File: src/sv/stid_pkg.sv
// Package for the sorted table: sizes, operation and status codes, item and control types.
// Used by every module of the sorted table; depends on nothing else.
package stid_pkg;

    localparam int DEPTH = 128;
    localparam int CW    = $clog2(DEPTH + 1);
    localparam int PW    = (DEPTH > 1) ? $clog2(DEPTH) : 1;
    localparam int IDXW  = 7;
    localparam int CMPW  = (CW > IDXW) ? CW : IDXW;
    localparam int GRP   = 8;
    localparam int NGRP  = (DEPTH + GRP - 1) / GRP;

    typedef enum logic [1:0] {
        OP_INSERT = 2'd0,
        OP_DELETE = 2'd1,
        OP_READ   = 2'd2
    } t_op;

    typedef enum logic [1:0] {
        ST_DONE    = 2'd0,
        ST_FULL    = 2'd1,
        ST_NOMATCH = 2'd2,
        ST_RANGE   = 2'd3
    } t_status;

    typedef enum logic [1:0] {
        S_IDLE,
        S_CMP,
        S_RED,
        S_APPLY
    } t_state;

    typedef struct packed {
        t_op                operation;
        logic signed [31:0] value;
        logic [IDXW-1:0]    index;
    } t_in;

    typedef struct packed {
        t_status            status;
        logic signed [31:0] read_value;
        logic [7:0]         entry_count;
    } t_out;

    typedef struct packed {
        logic               ins_en;
        logic               del_en;
        logic               op_read;
        logic               op_del;
        logic signed [31:0] value;
        logic [IDXW-1:0]    idx;
        logic [CW-1:0]      count;
    } t_cell_ctl;

    typedef struct packed {
        logic        hit;
        logic [31:0] data;
    } t_part;

endpackage

File: src/sv/stid_cell.sv
// One slot of the sorted table: holds an entry, compares it with the operand and shifts.
// Depends on stid_pkg.
module stid_cell (
    input  logic                       i_clk,
    input  logic [stid_pkg::PW-1:0]    i_pos,
    input  stid_pkg::t_cell_ctl        i_ctl,
    input  logic [31:0]                i_left_entry,
    input  logic                       i_left_gt,
    input  logic [31:0]                i_right_entry,
    output logic [31:0]                o_entry,
    output logic                       o_gt,
    output stid_pkg::t_part            o_part
);
    import stid_pkg::*;

    logic [31:0] r_entry;
    logic [31:0] n_entry;
    logic        w_valid;
    logic        w_ge;

    assign w_valid = CW'(i_pos) < i_ctl.count;
    assign o_gt    = !w_valid || ($signed(r_entry) > $signed(i_ctl.value));
    assign w_ge    = w_valid && ($signed(r_entry) >= $signed(i_ctl.value));
    assign o_entry = r_entry;

    assign o_part.hit  = i_ctl.op_del && w_valid && (r_entry == i_ctl.value);
    assign o_part.data = (i_ctl.op_read && (CMPW'(i_pos) == CMPW'(i_ctl.idx))) ? r_entry : '0;

    always_comb begin
        n_entry = r_entry;
        if (i_ctl.ins_en && o_gt) begin
            n_entry = i_left_gt ? i_left_entry : i_ctl.value;
        end else if (i_ctl.del_en && w_ge) begin
            n_entry = i_right_entry;
        end
    end

    always_ff @(posedge i_clk) begin
        r_entry <= n_entry;
    end

endmodule

File: config.mk
export PLATFORM = sky130hd
export DESIGN_NAME = stid_cell
export DESIGN_NICKNAME = d
export VERILOG_FILES = /design/src/sv/stid_pkg.sv /design/src/sv/stid_cell.sv
export SDC_FILE = /design/constraint.sdc
export NUM_CORES = 1
export LEC_CHECK = 0
export ABC_AREA = 1
export BUFFER_PORTS_ARGS = -buffer_cell sky130_fd_sc_hd__buf_2
export CORE_MARGIN = 2
export CORE_UTILIZATION = 26
export CTS_BUF_LIST = sky130_fd_sc_hd__clkbuf_16
export DETAILED_ROUTE_END_ITERATION = 12
export PLACE_DENSITY = 0.59
export SLEW_MARGIN = 20
export SYNTH_ARGS = -nofsm -noshare
export SYNTH_HDL_FRONTEND = slang
export SYNTH_SLANG_ARGS = --single-unit
File: constraint.sdc
create_clock -name i_clk -period 3.6 [get_ports i_clk]
set_input_delay 0.72 -clock i_clk [delete_from_list [all_inputs] [get_ports i_clk]]
set_output_delay 0.72 -clock i_clk [all_outputs]
set_load 0.01 [all_outputs]
==> Yosys cells after proc, flatten, opt, wreduce, memory -nomap -nowiden <==
Index checks and enable logic that the tools add are counted.
{ "totals": {"ff_bits": 32, "inputBits": 124, "out_inout_bits": 66, "elab_cells": 19} }
{ "classes": {"magnitude_cmp": 3, "n_eq_ne": 2, "muxes": 4, "n_reduce_logical": 9} }
{ "ops": {"columns": ["op", "count"], "rows": [
  ["32-bit 2-to-1 mux", 4],
  ["32-bit == test", 1],
  ["32-bit >= comparator", 1],
  ["32-bit > comparator", 1],
  ["7-bit by 8-bit less-than comparator with 1-bit output", 1],
  ["7-bit == test", 1],
  ["1-bit logical AND", 6],
  ["2-bit nonzero test", 1],
  ["1-bit logical NOT", 1],
  ["1-bit logical OR", 1]
]} }

==> Logic depth before layout (Yosys ltp) <==
Gate-level depths: netlist (run 1).
{ "logic_depth": {"depth_word": 5, "mapped_depth": 20, "mapped_depth_nobuf": 19} }

==> Worst setup path after synthesis (run 1) <==
Ideal clock, no wire load.
{ "synth_path": {"path_type": "in2reg", "startpoint": "input i_ctl[46] (netlist name)", "endpoint": "register r_entry[0] (netlist: o_entry[0]), enable pin", "setup_ns": 0.389, "t_arrival_ns": 2.840, "required_time_ns": 3.211, "slack_ns": 0.370, "stages": 15, "path_buffers": 1, "path_cell_list": "inv_1 ha_1 nand2_1 nor2_2 and2_2 nand2_1 nand2_1 nor2_1 nand2_1 nand2_1 nand3_2 nand2_4 nand2_4 buf_6 nand2_1"} }
{ "synth_between": {"elab_chain_cells": 4, "elab_cells_between_ends": 7, "classes_between": "order compare (2); reduce/logical (5)"} }
{ "synth_rtl": {"columns": ["item", "line_no", "rtl"], "rows": [
  ["start, declared", "stid_cell.sv:6", "input stid_pkg::t_cell_ctl i_ctl,"],
  ["32-bit > comparator or 32-bit >= comparator (tied branches)", "stid_cell.sv:22, stid_cell.sv:23", null],
  ["1-bit logical OR or 1-bit logical AND (tied branches)", "stid_cell.sv:22, stid_cell.sv:23", null],
  ["1-bit logical AND (on tied branches)", "stid_cell.sv:31, stid_cell.sv:33", null],
  ["2-bit nonzero test (no source line) *", null, null],
  ["end signal, assigned", "stid_cell.sv:39", "r_entry <= n_entry;"],
  ["end, declared", "stid_cell.sv:16", "logic [31:0] r_entry;"]
]} }
Every way passes the cells marked *; elsewhere a longest branch is shown, timed or not.
A chain may end at the register's enable or synchronous reset.

==> Worst setup path after layout (run 1) <==
{ "layout_path": {"startpoint": "input i_ctl[46] (netlist name)", "endpoint": "output o_gt"} }
{ "layout_between": {"elab_chain_cells": 2} }
{ "layout_rtl": {"columns": ["item", "line_no", "rtl"], "rows": [
  ["32-bit > comparator", "stid_cell.sv:22", "assign o_gt = !w_valid || ($signed(r_entry) > $signed(i_ctl.value));"],
  ["1-bit logical OR", "stid_cell.sv:22", null],
  ["end, declared", "stid_cell.sv:11", "output logic o_gt,"]
]} }
No other way between the ends.

==> results of run 1 <==
worst register-to-register path: cells and delay by family (launching register included):
| kind | cells | cell delay [ps] |
|---|---|---|
| adders and majority gates | 1 | 380 |
| buffers and inverters | 1 | 290 |
| DFF | 1 | 440 |
| and+or+nand+nor | 11 | 1290 |
cells by family (layout without fill, tap and decap cells):
| group | after synthesis | count (layout) | share of synthesized area |
|---|---|---|---|
| simple gates | 234 | 234 | 0.314 |
| buf+inv | 100 | 285 | 0.128 |
| compound gates | 53 | 53 | 0.0854 |
| fa+ha+maj | 38 | 38 | 0.149 |
| flops | 32 | 32 | 0.301 |
| xor+xnor | 7 | 7 | 0.0192 |
| mux | 1 | 1 | 0.00352 |
cells in the mapped netlist, drive strengths merged:
master / number
nand3: 40
ha: 38
and3: 2
and2: 1
o211ai: 1
o21ai: 35
nand4: 2
nor4: 1
a21o: 1
edfxtp: 32
nor2: 47
or2: 1
xnor2: 3
buf: 7
nor3b: 1
mux2: 1
inv: 80
a21boi: 1
a21oi: 15
clkbuf: 13
xor2: 4
nand2: 139
power by group through the flow:
stage | Combinational [W] | Clock [W] | Sequential [W]
2_1_floorplan | 0.000738 | 0 | 0.000862
3_3_place_gp | 0.00126 | 0 | 0.000814
3_5_place_dp | 0.00127 | 0 | 0.000814
4_1_cts | 0.00128 | 0.000414 | 0.000808
5_1_grt | 0.00144 | 0.000421 | 0.000829
6_report | 0.00125 | 0.000396 | 0.000805
cell type report:
class | instances | share of cell area
Tap cell | 147 | 0.0416
Timing Repair Buffer | 198 | 0.229
Sequential cell | 32 | 0.217
Inverter | 80 | 0.0679
Clock inverter | 2 | 0.00198
Clock buffer | 5 | 0.0283
Multi-Input combinational cell | 333 | 0.414
final timing paths:
kind	from	to	slack, ps
worst min-delay path	i_right_entry[31]	o_entry[31]	710
worst max register to register	o_entry[31]	o_entry[0]	850
worst max-delay path	i_ctl[46]	o_gt	500
worst min register to register	o_entry[31]	o_entry[11]	1260
metal layers:
metal | global-route usage | routed length, um
met5 | 0 | 0
met3 | 0.0337 | 703
met1 | 0.183 | 4510
met2 | 0.262 | 4810
met4 | 0.0265 | 61
through the flow:
stage	cell area [um^2]	util	setup slack, ps
after CTS	4420	0.368	488
after detailed placement	4290	0.357	443
after global routing	4420	0.368	270
after global placement	4290	0.357	510
after floorplan	3200	-	370
final	4420	0.368	502
==> impl_metrics.env, run 1 <==
export IMPL_status="complete, no violations"
export IMPL_startpoint_type="input pin"
export IMPL_nFillCells=1311
export IMPL_synth_distinct_cells=28
export IMPL_numCtsBuffers=5
export IMPL_p_comb_frac=0.510
export IMPL_drive_above_1_share=0.345
export IMPL_gr_total_overflow=0
export IMPL_largest_reg_flops=32
export IMPL_clockRootBuffer="clkbuf_16"
export IMPL_mostFrequentLayoutCells="189 x buf_2, 127 x nand2_1, 81 x inv_1, 45 x nor2_1, 38 x ha_1"
export IMPL_worstMarginPinSlew_ps=777
export IMPL_pwr_share_seq=0.328
export IMPL_slowest_delay_ps=340
export IMPL_hold_violations=0
export IMPL_vias=3425
export IMPL_crit_path_top_delay_cell="ha_1"
export IMPL_slew_headroom=0.482
export IMPL_die_w_um=115
export IMPL_power_total_w=0.00245
export IMPL_cts_sink_count=32
export IMPL_drtIter0Drc=151
export IMPL_path_depth=13
export IMPL_drv_slew=0
export IMPL_p_int_w=0.00139
export IMPL_cts_tree="yes"
export IMPL_hpwl_um=8160
export IMPL_sw_frac_of_total=0.434
export IMPL_fin_nets=812
export IMPL_drtAntennaViolNets=0
export IMPL_core_area_um2=12000
export IMPL_tns_ps=0
export IMPL_dp_cells=790
export IMPL_p_leak_nw=2.64
export IMPL_crit_buf_inv=3
export IMPL_num_antenna_cells=0
export IMPL_cts_resized=0
export IMPL_ir_drop_uv=316
export IMPL_netlist_area_um2=3200
export IMPL_synth_top_area_cell="edfxtp_1"
export IMPL_synth_seq_cells=32
export IMPL_postSynthCellCount=465
export IMPL_grt_pass1_wl_um=15300
export IMPL_final_common_cell="buf_2"
export IMPL_final_cells=797
export IMPL_seq_area_um2=961
export IMPL_endpoint_kind="output pin"
export IMPL_period_needed_ps=3100
export IMPL_die_area_um2=13200
export IMPL_drc=0
export IMPL_worstPathRequired_ps=2880
export IMPL_criticalPathCategory="in -> out"
export IMPL_hold_buffers=0
export IMPL_routed_wl_um=10100
export IMPL_arrival_ps=2380
export IMPL_min_path_cells=3
export IMPL_grt_antenna_before_repair=0
export IMPL_syn_nets=627
export IMPL_pwr_share_clk=0.162
export IMPL_grt_max_degree=52
export IMPL_clkLatencyLatePin_ps=280
export IMPL_avgViaCountPerCell=4.30
export IMPL_cts_max_path_buffers=2
export IMPL_grt_use_total=0.147
export IMPL_setup_violations=0
export IMPL_powerDensity_nw_per_um2=554
export IMPL_path_cells="buf_2, inv_1, ha_1, nand2_1, nor2_2, and2_2, nand3_2, nor2_2, nand2_1, nand3_1, nand3_2, nand2_4, buf_2"
export IMPL_die_height_um=115
export IMPL_gp_congestion=0.794
export IMPL_routedWlPerCell_um=12.6
export IMPL_multiInputGateArea_um2=1830
export IMPL_syn_area_per_cell_um2=6.87
export IMPL_rsz0062_at_grt="false"
export IMPL_hp_class="in -> reg"
export IMPL_yosysWarnings=0
export IMPL_rr_worst_depth=13
export IMPL_clock_skew_ps=11.1
export IMPL_area_growth_pct=38.4
export IMPL_clk_pin_slew_worst_paths_ps=60
export IMPL_postCtsSetupBuffers=0
export IMPL_crit_family="simple AND/OR/NAND/NOR gates"
export IMPL_synthTopCellsByArea="edfxtp_1 30%, nand2_1 15%, ha_1 15%, inv_1 9.4%, nand3_1 6.0%"
export IMPL_holdWs_ps=706
export IMPL_io_pins=190
export IMPL_htree_num_levels=2
export IMPL_portBuffers=189
export IMPL_cap_violations=0
export IMPL_crit_fanout=13
export IMPL_max_freq_ghz=0.323
export IMPL_min_period_over_period=0.861
export IMPL_switching_power_w=0.00106
export IMPL_grt_pass1_vias=3160
export IMPL_first_pass_iters=4
export IMPL_yosysTopAreaCellShare=0.301
export IMPL_synth_seq_area_share=0.301
export IMPL_start_util=0.266
export IMPL_rows=40
(Power assumes the default switching activity.)
==> run 2, diff against run 1 <==
- CTS_BUF_LIST: sky130_fd_sc_hd__clkbuf_16 -> not set
==> impl_metrics.env, run 2 (same netlist as run 1, synthesis figures left out) <==
export IMPL_status="complete, no violations"
export IMPL_routed_wl_um=10100
export IMPL_drc=0
export IMPL_startpoint_type="input pin"
export IMPL_crit_fanout=13
export IMPL_drive_above_1_share=0.345
export IMPL_nFillCells=1311
export IMPL_rsz0062_at_grt="false"
export IMPL_first_pass_iters=4
export IMPL_routedWlPerCell_um=12.6
export IMPL_rr_worst_depth=13
export IMPL_min_period_over_period=0.860
export IMPL_portBuffers=189
export IMPL_area_growth_pct=38.4
export IMPL_clk_pin_slew_worst_paths_ps=60
export IMPL_period_needed_ps=3100
export IMPL_mostFrequentLayoutCells="189 x buf_2, 127 x nand2_1, 80 x inv_1, 45 x nor2_1, 38 x ha_1"
export IMPL_htree_num_levels=2
export IMPL_core_area_um2=12000
export IMPL_post_place_ws_ps=443
export IMPL_drtIter0Drc=151
export IMPL_p_leak_nw=2.63
export IMPL_io_pins=190
export IMPL_hpwl_um=8160
export IMPL_wl_met3_um=703
export IMPL_criticalPathCategory="in -> out"
export IMPL_grt_pass1_wl_um=15300
export IMPL_rows=40
export IMPL_ir_drop_uv=316
export IMPL_arrival_ps=2380
export IMPL_die_area_um2=13200
export IMPL_route_top_layer_used="met4"
export IMPL_hold_buffers=0
export IMPL_wl_met1_um=4510
export IMPL_grt_pass1_vias=3160
export IMPL_clock_skew_ps=10.9
export IMPL_grt_antenna_before_repair=0
export IMPL_final_util=0.368
export IMPL_die_w_um=115
export IMPL_numCtsBuffers=5
export IMPL_grt_max_degree=52
export IMPL_grt_use_total=0.147
export IMPL_gp_congestion=0.794
export IMPL_seq_area_um2=961
export IMPL_die_height_um=115
export IMPL_endpoint_kind="output pin"
export IMPL_hp_class="in -> reg"
export IMPL_cts_sink_count=32
export IMPL_tns_ps=0
export IMPL_powerDensity_nw_per_um2=554
export IMPL_holdWs_ps=706
export IMPL_multiInputGateArea_um2=1830
export IMPL_largest_reg_flops=32
export IMPL_worstPathRequired_ps=2880
export IMPL_worstMarginPinSlew_ps=777
export IMPL_gr_total_overflow=0
export IMPL_num_antenna_cells=0
export IMPL_vias=3425
export IMPL_start_util=0.266
export IMPL_power_total_w=0.00245
export IMPL_clkLatencyLatePin_ps=280
export IMPL_cts_resized=0
export IMPL_slew_headroom=0.482
export IMPL_max_freq_ghz=0.323
export IMPL_drv_slew=0
export IMPL_setup_slack_ps=503
export IMPL_min_path_cells=3
export IMPL_hold_violations=0
export IMPL_avgViaCountPerCell=4.30
export IMPL_setup_violations=0
export IMPL_cts_max_path_buffers=2
export IMPL_route_met2_wl_um=4810
export IMPL_cap_violations=0
export IMPL_fin_nets=812
export IMPL_postCtsSetupBuffers=0
export IMPL_cts_tree="yes"
export IMPL_clockRootBuffer="clkbuf_16"
export IMPL_final_common_cell="buf_2"
export IMPL_drtAntennaViolNets=0
==> run 2: cell type report <==
class,instances,share of cell area
Multi-Input combinational cell,333,0.414
Timing Repair Buffer,198,0.229
Sequential cell,32,0.217
Inverter,80,0.0679
Tap cell,147,0.0416
Clock buffer,6,0.0291
Clock inverter,1,0.00113
==> run 2: worst paths after layout <==
path                               endpoint  slack [ps]              start
worst min register to register  o_entry[11]        1260        o_entry[31]
worst max-delay path                   o_gt         500          i_ctl[46]
worst max register to register   o_entry[0]         850        o_entry[31]
worst min-delay path            o_entry[31]         710  i_right_entry[31]
==> run 2: where the power goes <==
part / total, W / leakage, nW / internal, W / switching [W]
combinational: 0.00125 / 2.25 / 0.000475 / 0.000775
sequential: 0.000805 / 0.316 / 0.000664 / 0.000141
clock: 0.000398 / 0.0667 / 0.000251 / 0.000148
==> run 2: metrics by stage <==
stage          instances  area [um^2]
6_report             797         4420
5_1_grt              797         4420
4_1_cts              797         4420
3_5_place_dp         790         4290
3_3_place_gp         790         4290
2_1_floorplan        465         3200
==> run 2: per-layer routing <==
layer / vias up / track usage
met4: 0 / 0.0265
met1: 1460 / 0.183
met5: - / 0
met2: 115 / 0.262
li1: 1843 / -
met3: 7 / 0.0337
==> run 2: critical path, stage by stage <==
cell and delay, ps:
buf_2 80, inv_1 50, ha_1 340, nand2_1 100
nor2_2 140, and2_2 170, nand3_2 60, nor2_2 90
nand2_1 70, nand3_1 100, nand3_2 100, nand2_4 160
buf_2 200
==> run 3, diff against run 2 <==
--- a/config.mk
+++ b/config.mk
@@ -6,6 +6,6 @@
 export NUM_CORES = 1
 export LEC_CHECK = 0
-export ABC_AREA = 1
 export BUFFER_PORTS_ARGS = -buffer_cell sky130_fd_sc_hd__buf_2
+export CAP_MARGIN = 20
 export CORE_MARGIN = 2
 export CORE_UTILIZATION = 26
==> constraint.sdc (replaced) <==
create_clock -name i_clk -period 3.6 [get_ports i_clk]
set_input_delay 0.18 -clock i_clk [delete_from_list [all_inputs] [get_ports i_clk]]
set_output_delay 0.18 -clock i_clk [all_outputs]
set_load 0.01 [all_outputs]
==> impl_metrics.env, run 3 <==
export IMPL_status="complete, no violations"
export IMPL_synthMuxAreaShare=0.151
export IMPL_synth_seq_cells=32
export IMPL_yosysMostFrequentCell="inv_1"
export IMPL_first_pass_iters=4
export IMPL_nFillCells=1278
export IMPL_grt_max_degree=64
export IMPL_synth_commonest_cells="44 x inv_1, 40 x nand2_1, 38 x ha_1"
export IMPL_min_period_over_period=0.925
export IMPL_die_height_um=115
export IMPL_fin_nets=684
export IMPL_postCtsSetupBuffers=0
export IMPL_synthAdderAreaFrac=0.148
export IMPL_drtIter0Drc=101
export IMPL_ff2ff_setup_slack_ps=270
export IMPL_drtAntennaViolNets=0
export IMPL_synth_seq_area_share=0.300
export IMPL_rows=40
export IMPL_start_util=0.267
export IMPL_r2r_end="o_entry[29]"
export IMPL_synth_top_family_by_area="simple AND/OR/NAND/NOR gates"
export IMPL_synth_edff_count=32
export IMPL_powerDensity_nw_per_um2=639
export IMPL_drc=0
export IMPL_synth_top_area_cell="edfxtp_1"
export IMPL_grt_pass1_wl_um=14500
export IMPL_startpoint_type="flip-flop"
export IMPL_routedWlPerCell_um=13.9
export IMPL_hp_class="in -> reg"
export IMPL_gp_congestion=0.773
export IMPL_yosysWarnings=0
export IMPL_synth_flop_cell="edfxtp_1"
export IMPL_clock_skew_ps=3.19
export IMPL_portBuffers=189
export IMPL_htree_num_levels=2
export IMPL_netlist_area_um2=3210
export IMPL_grt_use_total=0.139
export IMPL_synthTopCellsByArea="edfxtp_1 30%, ha_1 15%, mux2_4 14%, and2_1 6.0%, o21ai_0 5.8%"
export IMPL_mostFrequentLayoutCells="189 x buf_2, 44 x inv_1, 40 x nand2_1, 38 x ha_1, 37 x o21ai_0"
export IMPL_avgViaCountPerCell=4.50
export IMPL_multiInputGateArea_um2=1980
export IMPL_cts_max_path_buffers=2
export IMPL_endpoint_kind="flip-flop"
export IMPL_die_area_um2=13200
export IMPL_cap_violations=0
export IMPL_clk_pin_slew_worst_paths_ps=60
export IMPL_rsz0062_at_grt="false"
export IMPL_grt_antenna_before_repair=1
export IMPL_arrival_ps=3360
export IMPL_gr_total_overflow=0
export IMPL_min_path_cells=2
export IMPL_yosysTopAreaCellShare=0.300
export IMPL_synth_distinct_cells=41
export IMPL_io_pins=190
export IMPL_grt_pass1_vias=2940
export IMPL_routed_wl_um=9310
export IMPL_dp_cells=662
export IMPL_crit_fanout=32
export IMPL_worstMarginPinSlew_ps=960
export IMPL_synth_compound_area_share=0.125
export IMPL_largest_reg_flops=32
export IMPL_syn_area_per_cell_um2=9.55
export IMPL_whs_endpoint="o_entry[29]"
export IMPL_hp_start="i_right_entry[29]"
export IMPL_ir_drop_uv=267
export IMPL_final_util=0.369
export IMPL_drive_above_1_share=0.467
export IMPL_synth_simple_gate_area_frac=0.170
export IMPL_p_leak_nw=2.37
export IMPL_criticalPathCategory="reg -> reg"
export IMPL_postSynthCellCount=336
export IMPL_numCtsBuffers=5
export IMPL_area_growth_pct=38.0
export IMPL_core_area_um2=12000
export IMPL_die_w_um=115
export IMPL_hpwl_um=7520
export IMPL_cts_tree="yes"
export IMPL_tns_ps=0
export IMPL_drv_slew=0
export IMPL_slew_headroom=0.360
export IMPL_seq_area_um2=961
export IMPL_final_common_cell="buf_2"
export IMPL_hold_buffers=0
export IMPL_max_freq_ghz=0.300
export IMPL_synthArstFlopShare=0
export IMPL_clockRootBuffer="clkbuf_16"
export IMPL_syn_nets=498
export IMPL_hold_violations=0
export IMPL_regToRegStartpoint="o_entry[31]"
export IMPL_vias=3022
export IMPL_clkLatencyLatePin_ps=280
export IMPL_synth_xor_area_share=0.0218
export IMPL_cts_resized=0
export IMPL_rr_worst_depth=8
export IMPL_cts_sink_count=32
export IMPL_final_cells=671
export IMPL_worstPathRequired_ps=3630
export IMPL_setup_violations=0
export IMPL_period_needed_ps=3330
==> run 3: metrics by stage <==
stage / instance area, um^2 / total power, W / worst slack, ps / hold slack [ps]
floorplan: 3210 / 0.00187 / 441 / 398
global placement: 4260 / 0.00232 / 318 / 483
detailed placement: 4260 / 0.00236 / 237 / 484
CTS: 4420 / 0.00289 / 211 / 193
global route: 4420 / 0.00306 / 51.7 / 196
finish: 4430 / 0.00283 / 271 / 200
==> run 3: cell families (layout without fill, tap and decap cells) <==
family	Yosys count	in the layout
flip-flops	32	32
multiplexers	33	33
AND/OR/NAND/NOR	100	100
XOR/XNOR	8	8
adder cells (fa/ha/maj)	38	38
AO/OA/AOI/OAI	68	68
buffers and inverters	57	244
other	0	1
==> run 3: worst max path at each step <==
stage | from | end | slack [ps] | cells past startpoint
after floorplan | o_entry[31] | o_entry[0] | 440 | 7
after global placement | o_entry[31] | o_entry[30] | 320 | 8
after detailed placement | o_entry[31] | o_entry[12] | 240 | 8
after CTS | o_entry[31] | o_entry[12] | 210 | 8
after global routing | o_entry[31] | o_entry[12] | 50 | 8
final | o_entry[31] | o_entry[29] | 270 | 8
==> run 3: per-layer routing <==
layer / GRT usage / part of all wire / vias to the layer above
met5: 0 / 0 / -
met4: 0.0273 / 0.0078 / 0
met3: 0.0274 / 0.070 / 7
met2: 0.247 / 0.48 / 126
met1: 0.176 / 0.44 / 1339
li1: - / - / 1550
==> run 3: where the power goes <==
group / switching (W) / internal, W
clock: 0.000178 / 0.000325
sequential: 0.000144 / 0.000716
combinational: 0.000785 / 0.000678
==> run 3: layout make-up <==
type / count / area share
Timing Repair Buffer: 192 / 0.219
Clock buffer: 5 / 0.0283
Clock inverter: 3 / 0.00961
Antenna cell: 1 / 0.000565
Sequential cell: 32 / 0.217
Tap cell: 147 / 0.0415
Inverter: 44 / 0.0373
Multi-Input combinational cell: 247 / 0.447
==> run 3: worst max-delay path, cell delays in order, from the launching register on <==
cell and delay, ps:
edfxtp_1 430, ha_1 470, nand4_2 230, nor4_4 400, nand3_2 160, and3_4 220, a22o_1 210, a211o_4 560
mux2_4 380
